## src/design/sitda_pkg.sv

```systemverilog
// Shared types and constants for the signed integer to decimal text core.
// No dependencies.
package sitda_pkg;

  localparam int unsigned ValueBitsDefault = 32;
  localparam int unsigned Radix            = 10;

  typedef logic [3:0] digit_t;
  typedef logic [7:0] char_t;

  localparam char_t AsciiZero  = 8'd48;
  localparam char_t AsciiMinus = 8'd45;
  localparam char_t AsciiNine  = AsciiZero + char_t'(Radix - 1);

  // Shift-add-3 correction: a digit at or above half the radix is
  // corrected before doubling so that it carries into the next digit.
  localparam digit_t DabbleLimit = digit_t'(Radix / 2);
  localparam digit_t DabbleAdd   = digit_t'((16 - Radix) / 2);

  // Per-cycle control for the row of digit cells.
  typedef struct packed {
    logic clear;        // zero all digits
    logic dabble;       // correct and shift one binary bit in
    logic shift_digit;  // move every digit one place toward the top
  } cell_ctrl_t;

endpackage

```

## src/design/sitda_if.sv

```systemverilog
// Valid/ready channels of the signed integer to decimal text core.
// Depends on sitda_pkg.
interface sitda_in_if #(
  parameter int unsigned VALUE_BITS = sitda_pkg::ValueBitsDefault
);
  logic                         valid;
  logic                         ready;
  logic signed [VALUE_BITS-1:0] value;

  modport source  (output valid, output value, input ready);
  modport sink    (input valid, input value, output ready);
  modport monitor (input valid, input value, input ready);
endinterface

interface sitda_out_if;
  logic                 valid;
  logic                 ready;
  sitda_pkg::char_t     text_byte;
  logic                 last;

  modport source  (output valid, output text_byte, output last, input ready);
  modport sink    (input valid, input text_byte, input last, output ready);
  modport monitor (input valid, input text_byte, input last, input ready);
endinterface

```

## src/design/sitda_digit_cell.sv

```systemverilog
// One BCD digit cell of the conversion chain.
// Depends on sitda_pkg.
module sitda_digit_cell (
  input  logic                  clk_i,
  input  sitda_pkg::cell_ctrl_t ctrl_i,
  input  logic                  bit_i,
  input  sitda_pkg::digit_t     digit_i,
  output logic                  carry_o,
  output sitda_pkg::digit_t     digit_o
);
  import sitda_pkg::*;

  digit_t digit_q;
  digit_t digit_d;
  digit_t adj;

  // Correct the digit before doubling; its top bit carries upward.
  assign adj     = (digit_q >= DabbleLimit) ? digit_t'(digit_q + DabbleAdd) : digit_q;
  assign carry_o = adj[3];
  assign digit_o = digit_q;

  always_comb begin
    digit_d = digit_q;
    if (ctrl_i.clear) begin
      digit_d = '0;
    end else if (ctrl_i.dabble) begin
      digit_d = {adj[2:0], bit_i};
    end else if (ctrl_i.shift_digit) begin
      digit_d = digit_i;
    end
  end

  always_ff @(posedge clk_i) begin
    digit_q <= digit_d;
  end

endmodule

```

## src/design/signed_int_to_decimal_ascii_core.sv

```systemverilog
// Signed integer to decimal ASCII text. Conversion shifts the magnitude bit-serially through
// the digit cell chain, leading zeros are then skipped, and the text leaves at one byte per
// cycle while the output is not stalled. A new value is accepted only in idle, after the last
// byte of the previous text has been registered.
// Reset (async, active low) returns to idle and drops the output register.
// Depends on sitda_pkg, sitda_if and sitda_digit_cell.
module signed_int_to_decimal_ascii_core #(
  parameter int unsigned VALUE_BITS = sitda_pkg::ValueBitsDefault
) (
  input  logic               clk_i,
  input  logic               rst_ni,
  sitda_in_if.sink           in_i,
  sitda_out_if.source        out_o
);
  import sitda_pkg::*;

  // Decimal digits of 2^(VALUE_BITS-1): floor((VALUE_BITS-1) * log10(2)) + 1.
  localparam int unsigned NumDigits = (((VALUE_BITS - 1) * 1233) >> 12) + 1;
  localparam int unsigned BitCntW   = $clog2(VALUE_BITS + 1);
  localparam int unsigned RemW      = $clog2(NumDigits + 1);

  typedef enum logic [2:0] {
    StIdle,
    StConv,
    StSkip,
    StSign,
    StEmit
  } state_e;

  state_e                state_q;
  logic [VALUE_BITS-1:0] mag_q;
  logic                  neg_q;
  logic [BitCntW-1:0]    bit_cnt_q;
  logic [RemW-1:0]       rem_q;
  logic                  out_valid_q;
  char_t                 out_byte_q;
  logic                  out_last_q;

  logic                  in_xfer;
  logic                  out_free;
  logic                  skip_zero;
  logic [VALUE_BITS-1:0] in_mag;
  cell_ctrl_t            ctrl;
  logic   [NumDigits:0]  carry;
  digit_t                digit [NumDigits+1];

  assign in_i.ready      = (state_q == StIdle);
  assign in_xfer         = in_i.valid && in_i.ready;
  assign out_free        = !out_valid_q || out_o.ready;
  assign out_o.valid     = out_valid_q;
  assign out_o.text_byte = out_byte_q;
  assign out_o.last      = out_last_q;

  // Magnitude as unsigned; the most negative value maps to 2^(VALUE_BITS-1).
  assign in_mag = in_i.value[VALUE_BITS-1] ? ($unsigned(~in_i.value) + VALUE_BITS'(1))
                                           : $unsigned(in_i.value);

  // Drop a leading zero while more than one digit remains.
  assign skip_zero = (digit[NumDigits] == '0) && (rem_q > RemW'(1));

  always_comb begin
    ctrl.clear       = in_xfer;
    ctrl.dabble      = (state_q == StConv);
    ctrl.shift_digit = ((state_q == StSkip) && skip_zero) ||
                       ((state_q == StEmit) && out_free);
  end

  // Row of digit cells: cell 0 takes the magnitude MSB and a zero digit.
  assign carry[0] = mag_q[VALUE_BITS-1];
  assign digit[0] = '0;

  for (genvar g = 0; g < NumDigits; g++) begin : g_cell
    sitda_digit_cell u_cell (
      .clk_i   (clk_i),
      .ctrl_i  (ctrl),
      .bit_i   (carry[g]),
      .digit_i (digit[g]),
      .carry_o (carry[g+1]),
      .digit_o (digit[g+1])
    );
  end

  // Sequence conversion, zero skip and byte output.
  always_ff @(posedge clk_i or negedge rst_ni) begin
    if (!rst_ni) begin
      state_q     <= StIdle;
      out_valid_q <= 1'b0;
      mag_q       <= '0;
      neg_q       <= 1'b0;
      bit_cnt_q   <= '0;
      rem_q       <= '0;
      out_byte_q  <= '0;
      out_last_q  <= 1'b0;
    end else begin
      if (out_valid_q && out_o.ready) begin
        out_valid_q <= 1'b0;
      end
      case (state_q)
        StIdle: begin
          if (in_xfer) begin
            mag_q     <= in_mag;
            neg_q     <= in_i.value[VALUE_BITS-1];
            bit_cnt_q <= BitCntW'(VALUE_BITS);
            rem_q     <= RemW'(NumDigits);
            state_q   <= StConv;
          end
        end
        StConv: begin
          mag_q     <= {mag_q[VALUE_BITS-2:0], 1'b0};
          bit_cnt_q <= bit_cnt_q - BitCntW'(1);
          if (bit_cnt_q == BitCntW'(1)) begin
            state_q <= StSkip;
          end
        end
        StSkip: begin
          if (skip_zero) begin
            rem_q <= rem_q - RemW'(1);
          end else begin
            state_q <= neg_q ? StSign : StEmit;
          end
        end
        StSign: begin
          if (out_free) begin
            out_valid_q <= 1'b1;
            out_byte_q  <= AsciiMinus;
            out_last_q  <= 1'b0;
            state_q     <= StEmit;
          end
        end
        StEmit: begin
          if (out_free) begin
            out_valid_q <= 1'b1;
            out_byte_q  <= AsciiZero + char_t'(digit[NumDigits]);
            out_last_q  <= (rem_q == RemW'(1));
            rem_q       <= rem_q - RemW'(1);
            if (rem_q == RemW'(1)) begin
              state_q <= StIdle;
            end
          end
        end
        default: begin
          state_q <= StIdle;
        end
      endcase
    end
  end

endmodule

```

## src/flat_wrapper.sv

```systemverilog
// flat-port wrapper written by rule: the top's interface ports become plain ports
module signed_int_to_decimal_ascii_core_flat import sitda_pkg::*;
#(
  parameter int unsigned VALUE_BITS = sitda_pkg::ValueBitsDefault
)
  (clk_i, rst_ni, in_i_valid, in_i_value, in_i_ready, out_o_valid, out_o_text_byte, out_o_last, out_o_ready);
  sitda_in_if #(.VALUE_BITS(VALUE_BITS)) in_i_i ();
  sitda_out_if out_o_i ();
  input  logic clk_i;
  input  logic rst_ni;
  input wire logic [$bits(in_i_i.valid)-1:0] in_i_valid;
  input wire logic [$bits(in_i_i.value)-1:0] in_i_value;
  output wire logic [$bits(in_i_i.ready)-1:0] in_i_ready;
  output wire logic [$bits(out_o_i.valid)-1:0] out_o_valid;
  output wire logic [$bits(out_o_i.text_byte)-1:0] out_o_text_byte;
  output wire logic [$bits(out_o_i.last)-1:0] out_o_last;
  input wire logic [$bits(out_o_i.ready)-1:0] out_o_ready;
  assign in_i_i.valid = in_i_valid;
  assign in_i_i.value = in_i_value;
  assign in_i_ready = in_i_i.ready;
  assign out_o_valid = out_o_i.valid;
  assign out_o_text_byte = out_o_i.text_byte;
  assign out_o_last = out_o_i.last;
  assign out_o_i.ready = out_o_ready;
  signed_int_to_decimal_ascii_core #(.VALUE_BITS(VALUE_BITS)) u_core (.clk_i(clk_i), .rst_ni(rst_ni), .in_i(in_i_i), .out_o(out_o_i));
endmodule
```

## config.mk

```make
export PLATFORM = sky130hd
export DESIGN_NAME = signed_int_to_decimal_ascii_core_flat
export DESIGN_NICKNAME = d
export VERILOG_FILES = /design/src/design/sitda_pkg.sv /design/src/design/sitda_if.sv /design/src/design/sitda_digit_cell.sv /design/src/design/signed_int_to_decimal_ascii_core.sv /design/src/flat_wrapper.sv
export SDC_FILE = /design/constraint.sdc
export NUM_CORES = 1
export LEC_CHECK = 0
export ABC_CLOCK_PERIOD_IN_PS = 7700
export BUFFER_PORTS_ARGS = -buffer_cell sky130_fd_sc_hd__buf_4
export CAP_MARGIN = 20
export CORE_ASPECT_RATIO = 1.1
export CORE_UTILIZATION = 30
export CTS_CLUSTER_SIZE = 14
export DETAILED_ROUTE_END_ITERATION = 6
export PLACE_DENSITY = 0.42
export SKIP_CTS_REPAIR_TIMING = 1
export SYNTH_ARGS = -nofsm -noshare
export SYNTH_HDL_FRONTEND = slang
export SYNTH_HIERARCHICAL = 1
export SYNTH_SLANG_ARGS = --single-unit
```

## constraint.sdc

```tcl
create_clock -name clk_i -period 7.7 [get_ports clk_i]
set_input_delay 1.54 -clock clk_i [delete_from_list [all_inputs] [get_ports clk_i]]
set_output_delay 1.54 -clock clk_i [all_outputs]
set_load 0.02 [all_outputs]
```

Word-level counts from Yosys, hierarchy flattened
Index checks and enable logic that the tools add are counted.
{"block": "classes", "shift": 0, "order_cmp": 11, "reduce_logical": 20, "n_addsub": 14, "mul": 0, "bitwise_logic": 1, "eq_ne": 13, "n_div": 0, "mux": 56}
{"op": "2-to-1 mux 4 bit", "n": 32}
{"op": "2-to-1 mux 32 bit", "n": 2}
{"op": "one-hot mux 32 bit (2 select lines)", "n": 1}
{"op": ">= comparator 4 x 3 -> 1 bit, second input constant", "n": 10}
{"op": "adder 4 x 2 -> 4 bit, second input constant", "n": 9}
{"op": "adder 32 x 1 -> 32 bit, second input constant", "n": 1}
{"op": "inverter 32 bit", "n": 1}
{"op": "2-to-1 mux 3 bit", "n": 8}
{"op": "2-to-1 mux 8 bit", "n": 2}
{"op": "one-hot mux 8 bit (2 select lines)", "n": 1}
{"op": "one-hot mux 3 bit (5 select lines)", "n": 1}
{"op": "one-hot mux 4 bit (3 select lines)", "n": 1}
{"op": "one-hot mux 6 bit (2 select lines)", "n": 1}
{"op": "inequality test 2 bit, second input constant", "n": 4}
{"op": "adder 6 x 4 -> 7 bit, first input constant", "n": 1}
{"op": "== test 3 x 2 -> 1 bit, second input constant", "n": 2}
{"op": "== test 6 x 1 -> 1 bit, second input constant", "n": 1}
{"op": "2-to-1 mux 6 bit", "n": 1}
{"op": "inequality test 2 x 1 -> 1 bit, second input constant", "n": 3}
{"op": "AND reduction 6 bit", "n": 1}
{"op": "nonzero test 2 bit", "n": 3}
{"op": "subtractor 6 x 1 -> 6 bit, second input constant", "n": 1}
{"op": "logical AND 1 bit", "n": 5}
{"op": "2-to-1 mux 1 bit", "n": 5}
{"op": "other kinds (16)", "n": 18}
{"block": "totals", "mem_bits_rw": 0, "rom_bits": 0, "latchBits": 0, "in_bits": 36, "memories": 0, "regBits": 96, "output_inout_bits": 11}

Logic depth before layout (Yosys ltp)
Gate-level depths: netlist of run 1.
{"block": "logic_depth", "ltp_word": 6, "mapped_depth": 9}

Cells and area by module
Netlist of run 1, hierarchy kept.
{"module": "signed_int_to_decimal_ascii_core", "cells_each": 343, "area_each_um2": 3159.3, "n_inst": 1}
{"module": "sitda_digit_cell", "cells_each": 35, "area_each_um2": 280.3, "n_inst": 10}

Worst setup path after synthesis of run 1
OpenSTA, ideal clock, no wires.
{"block": "synth_path", "kind": "input to register", "startpoint": "input out_o_ready", "endpoint": "register u_core.g_cell[0].u_cell.digit_q[0]", "t_arrival_ns": 4.777, "path_stages": 7, "setup_slack_ns": 2.771, "path_cell_list": "nand2b_1 -> nand3_1 -> a21oi_1 -> mux2i_1 -> nor2_1 -> a21oi_1 -> nor2_1"}
{"element": "from (decl)", "line_no": "flat_wrapper.sv:17", "text": "input wire logic [$bits(out_o_i.ready)-1:0] out_o_ready;"}
{"element": "to (signal assigned)", "line_no": "sitda_digit_cell.sv:34", "text": "digit_q <= digit_d;"}
{"element": "to (decl)", "line_no": "sitda_digit_cell.sv:13", "text": "digit_t digit_q;"}

==> results of run 1 <==
## cell type report
class                      instances  area share (%)
inverter                          33            1.85
clock inverter                     5           0.407
multi-input combinational        540            52.4
sequential                        94            31.8
timing repair buffer              51            5.66
clock buffer                      10            3.38
tap                              247            4.56
## flip-flops by register name, summed over array words and instances (netlist names)
register	flops
u_core/neg_q	1
u_core/out_o.text_byte	6
u_core/state_q	3
u_core/out_o.last	1
u_core/out_o.valid	1
u_core/g_cell.u_cell/digit_o	40
u_core/bit_cnt_q	6
u_core/rem_q	4
u_core/mag_q	32
## power by group through the flow
stage	registers (mW)	logic, mW	clock network, mW
2_1_floorplan	0.865	0.944	0
3_3_place_gp	0.930	1.11	0
3_5_place_dp	0.933	1.15	0
4_1_cts	0.925	1.15	0.433
5_1_grt	0.961	1.30	0.452
6_report	0.925	1.14	0.413
## per-stage QoR
step	hold WS (ps)	cells	total power [mW]	setup slack, ps	util (%)
final	475	980	2.48	4260	35.2
after CTS	472	980	2.51	4210	35.2
after floorplan	435	694	1.81	2770	-
after global routing	499	980	2.71	4110	35.2
after detailed placement	457	965	2.08	3830	33.9
after global placement	449	965	2.04	3880	33.9
## layout by cell type (no fill, tap or decap), types with 7 or more instances in the layout
cell type / n
buf_4: 51
a22oi_1: 23
or4b_1: 10
a21oi_1: 38
nor3b_1: 11
xor2_1: 18
dfxtp_1: 40
o21ai_0: 66
or2b_1: 9
nand3_1: 18
mux2i_1: 27
nor3_1: 13
a21oi_2: 10
nand2b_1: 14
o21a_1: 10
or3_1: 8
nor2b_1: 7
a31oi_1: 10
clkbuf_16: 9
o31ai_1: 7
dfrtp_1: 54
a221oi_1: 10
inv_1: 31
nor2_1: 62
ha_1: 25
o311ai_1: 10
nand2_1: 65
nand4b_1: 11
## routing by layer
metal  vias up  wire [µm]  part of all wire, %
met5         -          0                    0
met3        13        400                  2.7
li1       2625          -                    -
met1      2500       6990                   47
met2        84       7160                   48
met4         0        232                  1.6
## how the worst min path moves through the flow
stage | start | endpoint | slack (ps)
2_1_floorplan | u_core/bit_cnt_q[5] | u_core/bit_cnt_q[5] | 440
3_3_place_gp | u_core/bit_cnt_q[5] | u_core/bit_cnt_q[5] | 450
3_5_place_dp | u_core/bit_cnt_q[5] | u_core/bit_cnt_q[5] | 460
4_1_cts | u_core/bit_cnt_q[5] | u_core/bit_cnt_q[5] | 470
5_1_grt | u_core/bit_cnt_q[5] | u_core/bit_cnt_q[5] | 500
6_report | u_core/bit_cnt_q[5] | u_core/bit_cnt_q[5] | 470
## critical path, stage by stage
cell	delay (ps)
buf_4	110
nand2_1	50
buf_4	320
clkinv_1	580
buf_4	450
or4b_1	530
o311ai_1	100
==> summary.txt, run 1 <==
Logic synthesis
  – Mapped Cells: between 600 and 700
  – Cell Area, Synth: between 5000 and 6000 µm²
  – Yosys warns: 6
  – Syn Area/Cell: about 8.6 µm²

Place
  – GPL Wtd Cong: 0.730
  – Post-DP HPWL: 9.75 mm
  – DP Area: 6510 µm²
  – Port buffer count: between 40 and 50

Clock network
  – Num CTS Buffers: 9
  – Htree depth: 3
  – Root Buffer Master: clkbuf_16
  – CTS tree: done
  – Number of clock sinks: 94
  – Clock slew at reported path FFs: roughly 70 ps
  – Clock Latency Late Sink: between 300 and 400 ps
  – CTS max path bufs: 2

Floorplan
  – Core Area: about 19000 µm²
  – FP Rows: 53
  – DIE HEIGHT: ~150 µm
  – Die Area: 20400 µm²
  – Die Span X: between 100 and 150 µm
  – IO Pins: 47
  – Initial cell density of the core: a little under a third

Layout
  – Ant. Diodes: 0
  – Reg area: around 2200 µm²
  – Nets: 790
  – Area of the multi-input gates: roughly 3500 µm²
  – Fill cell total of the finished layout: just over 2000
  – Post-route design area: roughly 6800 µm²
  – Synth-to-layout area growth: 14.0%
  – Layout cells sized above 1: 12.6%

GRT
  – GRT Resource Usage Total: around 15%
  – Initial antenna violation count: 0
  – GRT overflow: 0
  – Met1 track demand over resource: 19.2%
  – GRT met2 Usage: between 20% and 30%
  – Largest net degree at the start of global routing: 64
  – Met3 GRT Util: ~2.0%
  – Grt peak-use layer: met2
  – Vias in the first global route: between 5000 and 6000
  – First-pass GRT wire length: approximately 25 mm

Pwr
  – Comb pwr share: 46.0%
  – Clock power share: about 17%
  – P_sw: about 1.0 mW
  – Leakage Power: between 2 and 3 nW
  – Sw Share: 42.1%
  – Peak VDD IR: around 130 µV
  – Pwr dens: about 370 nW/µm²
  – Power share of the sequential group: a little under two fifths
  – Internal power: between 1 and 1.5 mW

Min path
  – Hold Crit Class: register to register
  – Hold Crit Depth: 1

Timing
  – Setup Skew: around 8.5 ps
  – Final period util: between 40% and 50%
  – Max Transition Viols Final: 0
  – Slew @ Worst Pin: roughly 800 ps
  – Final Hold Viols: 0
  – Rel. slew slack: between 40% and 50%
  – Min Tclk post-route: 3440 ps
  – Setup Viol. Count Final: 0
  – Fin Setup TNS: 0 ps
  – Unrepaired setup endpoints after global routing: false
  – Max Freq: 0.291 GHz

Worst setup path
  – Worst Path Required: just under 8000 ps
  – Critical path class: primary input to register
  – R2R Setup Slk: 4480 ps
  – R2R depth: 6
  – CP Max Fanout: 32
  – Reg2Reg Capture Point: u_core/g_cell[0].u_cell/digit_o[1]
  – Critical Path End Type: register
  – CP startpoint kind: primary input
  – Worst path arrival time: 3700 ps
  – Reg-to-reg startpoint: u_core/state_q[0]
  – Crit path launch: in_i_valid
  – Setup crit end: u_core/g_cell[5].u_cell/digit_o[1]

Route
  – DR WL/cell: between 15 and 20 µm
  – Via count: around 5200
  – Remaining DRCs: 0
  – Routed wire length: about 15 mm
  – Vias per inst: around 5.3
  – Drt first pass iters: 4
  – First DRT Iteration DRCs: 305
  – Final ANT Viol Nets: 0

Job
  – Maxcap violations: 0

Run status
  – Status: finished, final reports clean
Note: power is estimated with default switching activity, not from simulation.
==> run 2, diff against run 1 <==
--- a/config.mk
+++ b/config.mk
@@ -5,7 +5,7 @@
 export SDC_FILE = /design/constraint.sdc
 export NUM_CORES = 1
 export LEC_CHECK = 0
-export ABC_CLOCK_PERIOD_IN_PS = 7700
+export ABC_CLOCK_PERIOD_IN_PS = 3500
 export BUFFER_PORTS_ARGS = -buffer_cell sky130_fd_sc_hd__buf_4
 export CAP_MARGIN = 20
 export CORE_ASPECT_RATIO = 1.1
==> constraint.sdc (replaced) <==
create_clock -name clk_i -period 3.5 [get_ports clk_i]
set_input_delay 0.7 -clock clk_i [delete_from_list [all_inputs] [get_ports clk_i]]
set_output_delay 0.7 -clock clk_i [all_outputs]
set_load 0.02 [all_outputs]
==> run 2 against run 1 <==
Effect of this change: clock power up 130%; first-iteration DRC count is 15% lower; setup slack lost 3200 ps; cell count increased by 0.31%; routed wire length is 2.7% higher; non-clock buffer count increased by 2; sequential power up 120%; largest cell class unchanged; largest power group unchanged.
==> summary.txt, run 2 (same netlist as run 1, synthesis figures left out) <==
Route
  – First DRT Iteration DRCs: 260 (was 305)
  – Vias per inst: 5.35 (was 5.33)
  – Routed wire length: 15.2 mm (was 14.8 mm)
  – Remaining DRCs: 0 (unchanged)
  – Drt first pass iters: 5 (was 4)
  – Via count: 5258 (was 5222)
  – Final ANT Viol Nets: 0 (unchanged)
  – DR WL/cell: 15.4 µm (was 15.1 µm)

Place
  – Port buffer count: 44 (unchanged)
  – Post-DP HPWL: 10.1 mm (was 9.75 mm)
  – DP Area: 6570 µm² (was 6510 µm²)
  – GPL Wtd Cong: 0.795 (was 0.730)

Floorplan
  – IO Pins: 47 (unchanged)
  – FP Rows: 53 (unchanged)
  – Die Span X: 136 µm (unchanged)
  – Initial cell density of the core: 30.9% (unchanged)
  – DIE HEIGHT: 150 µm (unchanged)
  – Core Area: 19200 µm² (unchanged)
  – Die Area: 20400 µm² (unchanged)

Timing
  – Rel. slew slack: 50.8% (was 46.3%)
  – Max Transition Viols Final: 0 (unchanged)
  – Slew @ Worst Pin: 732 ps (was 799 ps)
  – Fin Setup TNS: 0 ps (unchanged)
  – Setup Skew: 6.71 ps (was 8.48 ps)
  – Final period util: between 60 and 70%
  – Hold Slack: 399 ps (was 475 ps)
  – Setup Viol. Count Final: 0 (unchanged)
  – Unrepaired setup endpoints after global routing: false (unchanged)
  – Min Tclk post-route: approximately 2400 ps
  – Final Hold Viols: 0 (unchanged)
  – Max Freq: between 0.4 and 0.5 GHz

Worst setup path
  – R2R depth: 10 (was 6)
  – Critical Path End Type: register (unchanged)
  – Critical path class: register to register (was primary input to register)
  – Setup crit end: u_core/g_cell[4].u_cell/digit_o[0] (was u_core/g_cell[5].u_cell/digit_o[1])
  – Worst Path Required: 3730 ps (was 7960 ps)
  – R2R Setup Slk: 1110 ps (was 4480 ps)
  – Worst path arrival time: 2630 ps (was 3700 ps)
  – Crit path launch: u_core/rem_q[0] (was in_i_valid)
  – CP startpoint kind: register (was primary input)
  – Reg2Reg Capture Point: u_core/g_cell[4].u_cell/digit_o[0] (was u_core/g_cell[0].u_cell/digit_o[1])
  – Reg-to-reg startpoint: u_core/rem_q[0] (was u_core/state_q[0])
  – CP Max Fanout: 50 (was 32)

Layout
  – Ant. Diodes: 0 (unchanged)
  – Synth-to-layout area growth: 15.2% (was 14.0%)
  – Layout cells sized above 1: 12.9% (was 12.6%)
  – Fill cell total of the finished layout: 2034 (was 2054)
  – Max reg flops: 40 (unchanged)
  – Most frequent cells in the layout: 66 x o21ai_0, 65 x nand2_1, 62 x nor2_1, 54 x dfrtp_1, 50 x buf_4 (was 66 x o21ai_0, 65 x nand2_1, 62 x nor2_1, 54 x dfrtp_1, 51 x buf_4)
  – Commonest non-fill, non-tap cell in the layout: o21ai_0 (unchanged)
  – Nets: 792 (was 790)
  – Post-route design area: 6840 µm² (was 6770 µm²)

Pwr
  – Pwr dens: 810 nW/µm² (was 366 nW/µm²)
  – Internal power: 3.22 mW (was 1.43 mW)
  – P_sw: 2.32 mW (was 1.04 mW)
  – Comb pwr share: 46.1% (was 46.0%)
  – Leakage Power: 2.67 nW (was 2.64 nW)
  – Power share of the sequential group: 36.7% (was 37.3%)
  – Clock power share: 17.2% (was 16.7%)
  – Peak VDD IR: 314 µV (was 126 µV)
  – Sw Share: 41.9% (was 42.1%)

Job
  – Maxcap violations: 0 (unchanged)

GRT
  – GRT overflow: 0 (unchanged)
  – Vias in the first global route: 5318 (was 5179)
  – First-pass GRT wire length: 26.2 mm (was 24.8 mm)
  – Initial antenna violation count: 0 (unchanged)
  – Largest net degree at the start of global routing: 73 (was 64)
  – GRT Resource Usage Total: 16.0% (was 15.2%)

Clock network
  – Clock slew at reported path FFs: 70 ps (about the same)
  – Number of clock sinks: 94 (unchanged)
  – Num CTS Buffers: 9 (unchanged)
  – CTS max path bufs: 2 (unchanged)
  – CTS tree: done (unchanged)
  – Root Buffer Master: clkbuf_16 (unchanged)
  – Htree depth: 3 (unchanged)
  – Clock Latency Late Sink: 350 ps (about the same)

Min path
  – Hold Crit Class: primary input to async pin (was register to register)

Run status
  – Status: finished, final reports clean (unchanged)
==> run 2: cell count changes in the layout (fill, tap and decap cells not counted) <==
cell	before	now
clkinvlp_4	1	2
buf_4	51	50
inv_4	0	1
buf_12	0	3
clkbuf_8	0	1
clkinv_2	5	2
inv_6	0	1
==> run 2: worst max-delay path: stages (launching register included) <==
cell	delay [ps]
dfrtp_1	410
inv_1	60
ha_1	200
or2_2	290
a211o_1	370
a21oi_4	170
buf_12	280
mux2i_1	220
nor2_1	60
a21oi_1	130
nor2_1	50
==> run 2: power by group through the flow <==
stage               Clock [mW]  Combinational [mW]  Sequential, mW
floorplan                    0                2.08            1.90
detailed placement           0                2.58            2.06
global placement             0                2.52            2.05
CTS                      0.997                2.59            2.04
global route              1.04                2.95            2.12
finish                   0.954                2.56            2.03
==> run 2: worst min-delay path by stage <==
stage                               from                        end  slack (ps)  cells past startpoint
2_1_floorplan                     rst_ni        u_core/bit_cnt_q[0]         400                      0
3_3_place_gp   u_core/out_o.text_byte[5]  u_core/out_o.text_byte[5]         460                      1
3_5_place_dp         u_core/bit_cnt_q[5]        u_core/bit_cnt_q[5]         460                      1
4_1_cts                           rst_ni            u_core/rem_q[1]         420                      1
5_1_grt                           rst_ni            u_core/rem_q[2]         460                      1
6_report                          rst_ni            u_core/rem_q[1]         400                      1
==> run 2: layer usage <==
metal  track usage (%)  vias up  routed length (µm)
met4              6.89        0                 300
met5                 0        -                   0
li1                  -     2618                   -
met2              26.9       85                7260
met3              2.00       22                 477
met1              20.6     2533                7140
==> run 2: cell type report <==
type,count,area [µm²],area share [%]
flip-flops and latches,94,2150,31.4
clock inverters,5,33.8,0.494
inverters,33,126,1.85
clock buffers,11,243,3.55
well taps,247,309,4.52
repair buffers,53,435,6.36
multi-input cells,540,3540,51.8
==> run 2: per-stage QoR <==
step                      instances  worst slack [ps]  util (%)  power, mW
after floorplan                 694               135         -       3.98
after global placement          967               813      34.2       4.57
after detailed placement        967               740      34.2       4.64
after CTS                       983              1090      35.6       5.63
after global routing            983               908      35.6       6.11
final                           983              1110      35.6       5.55
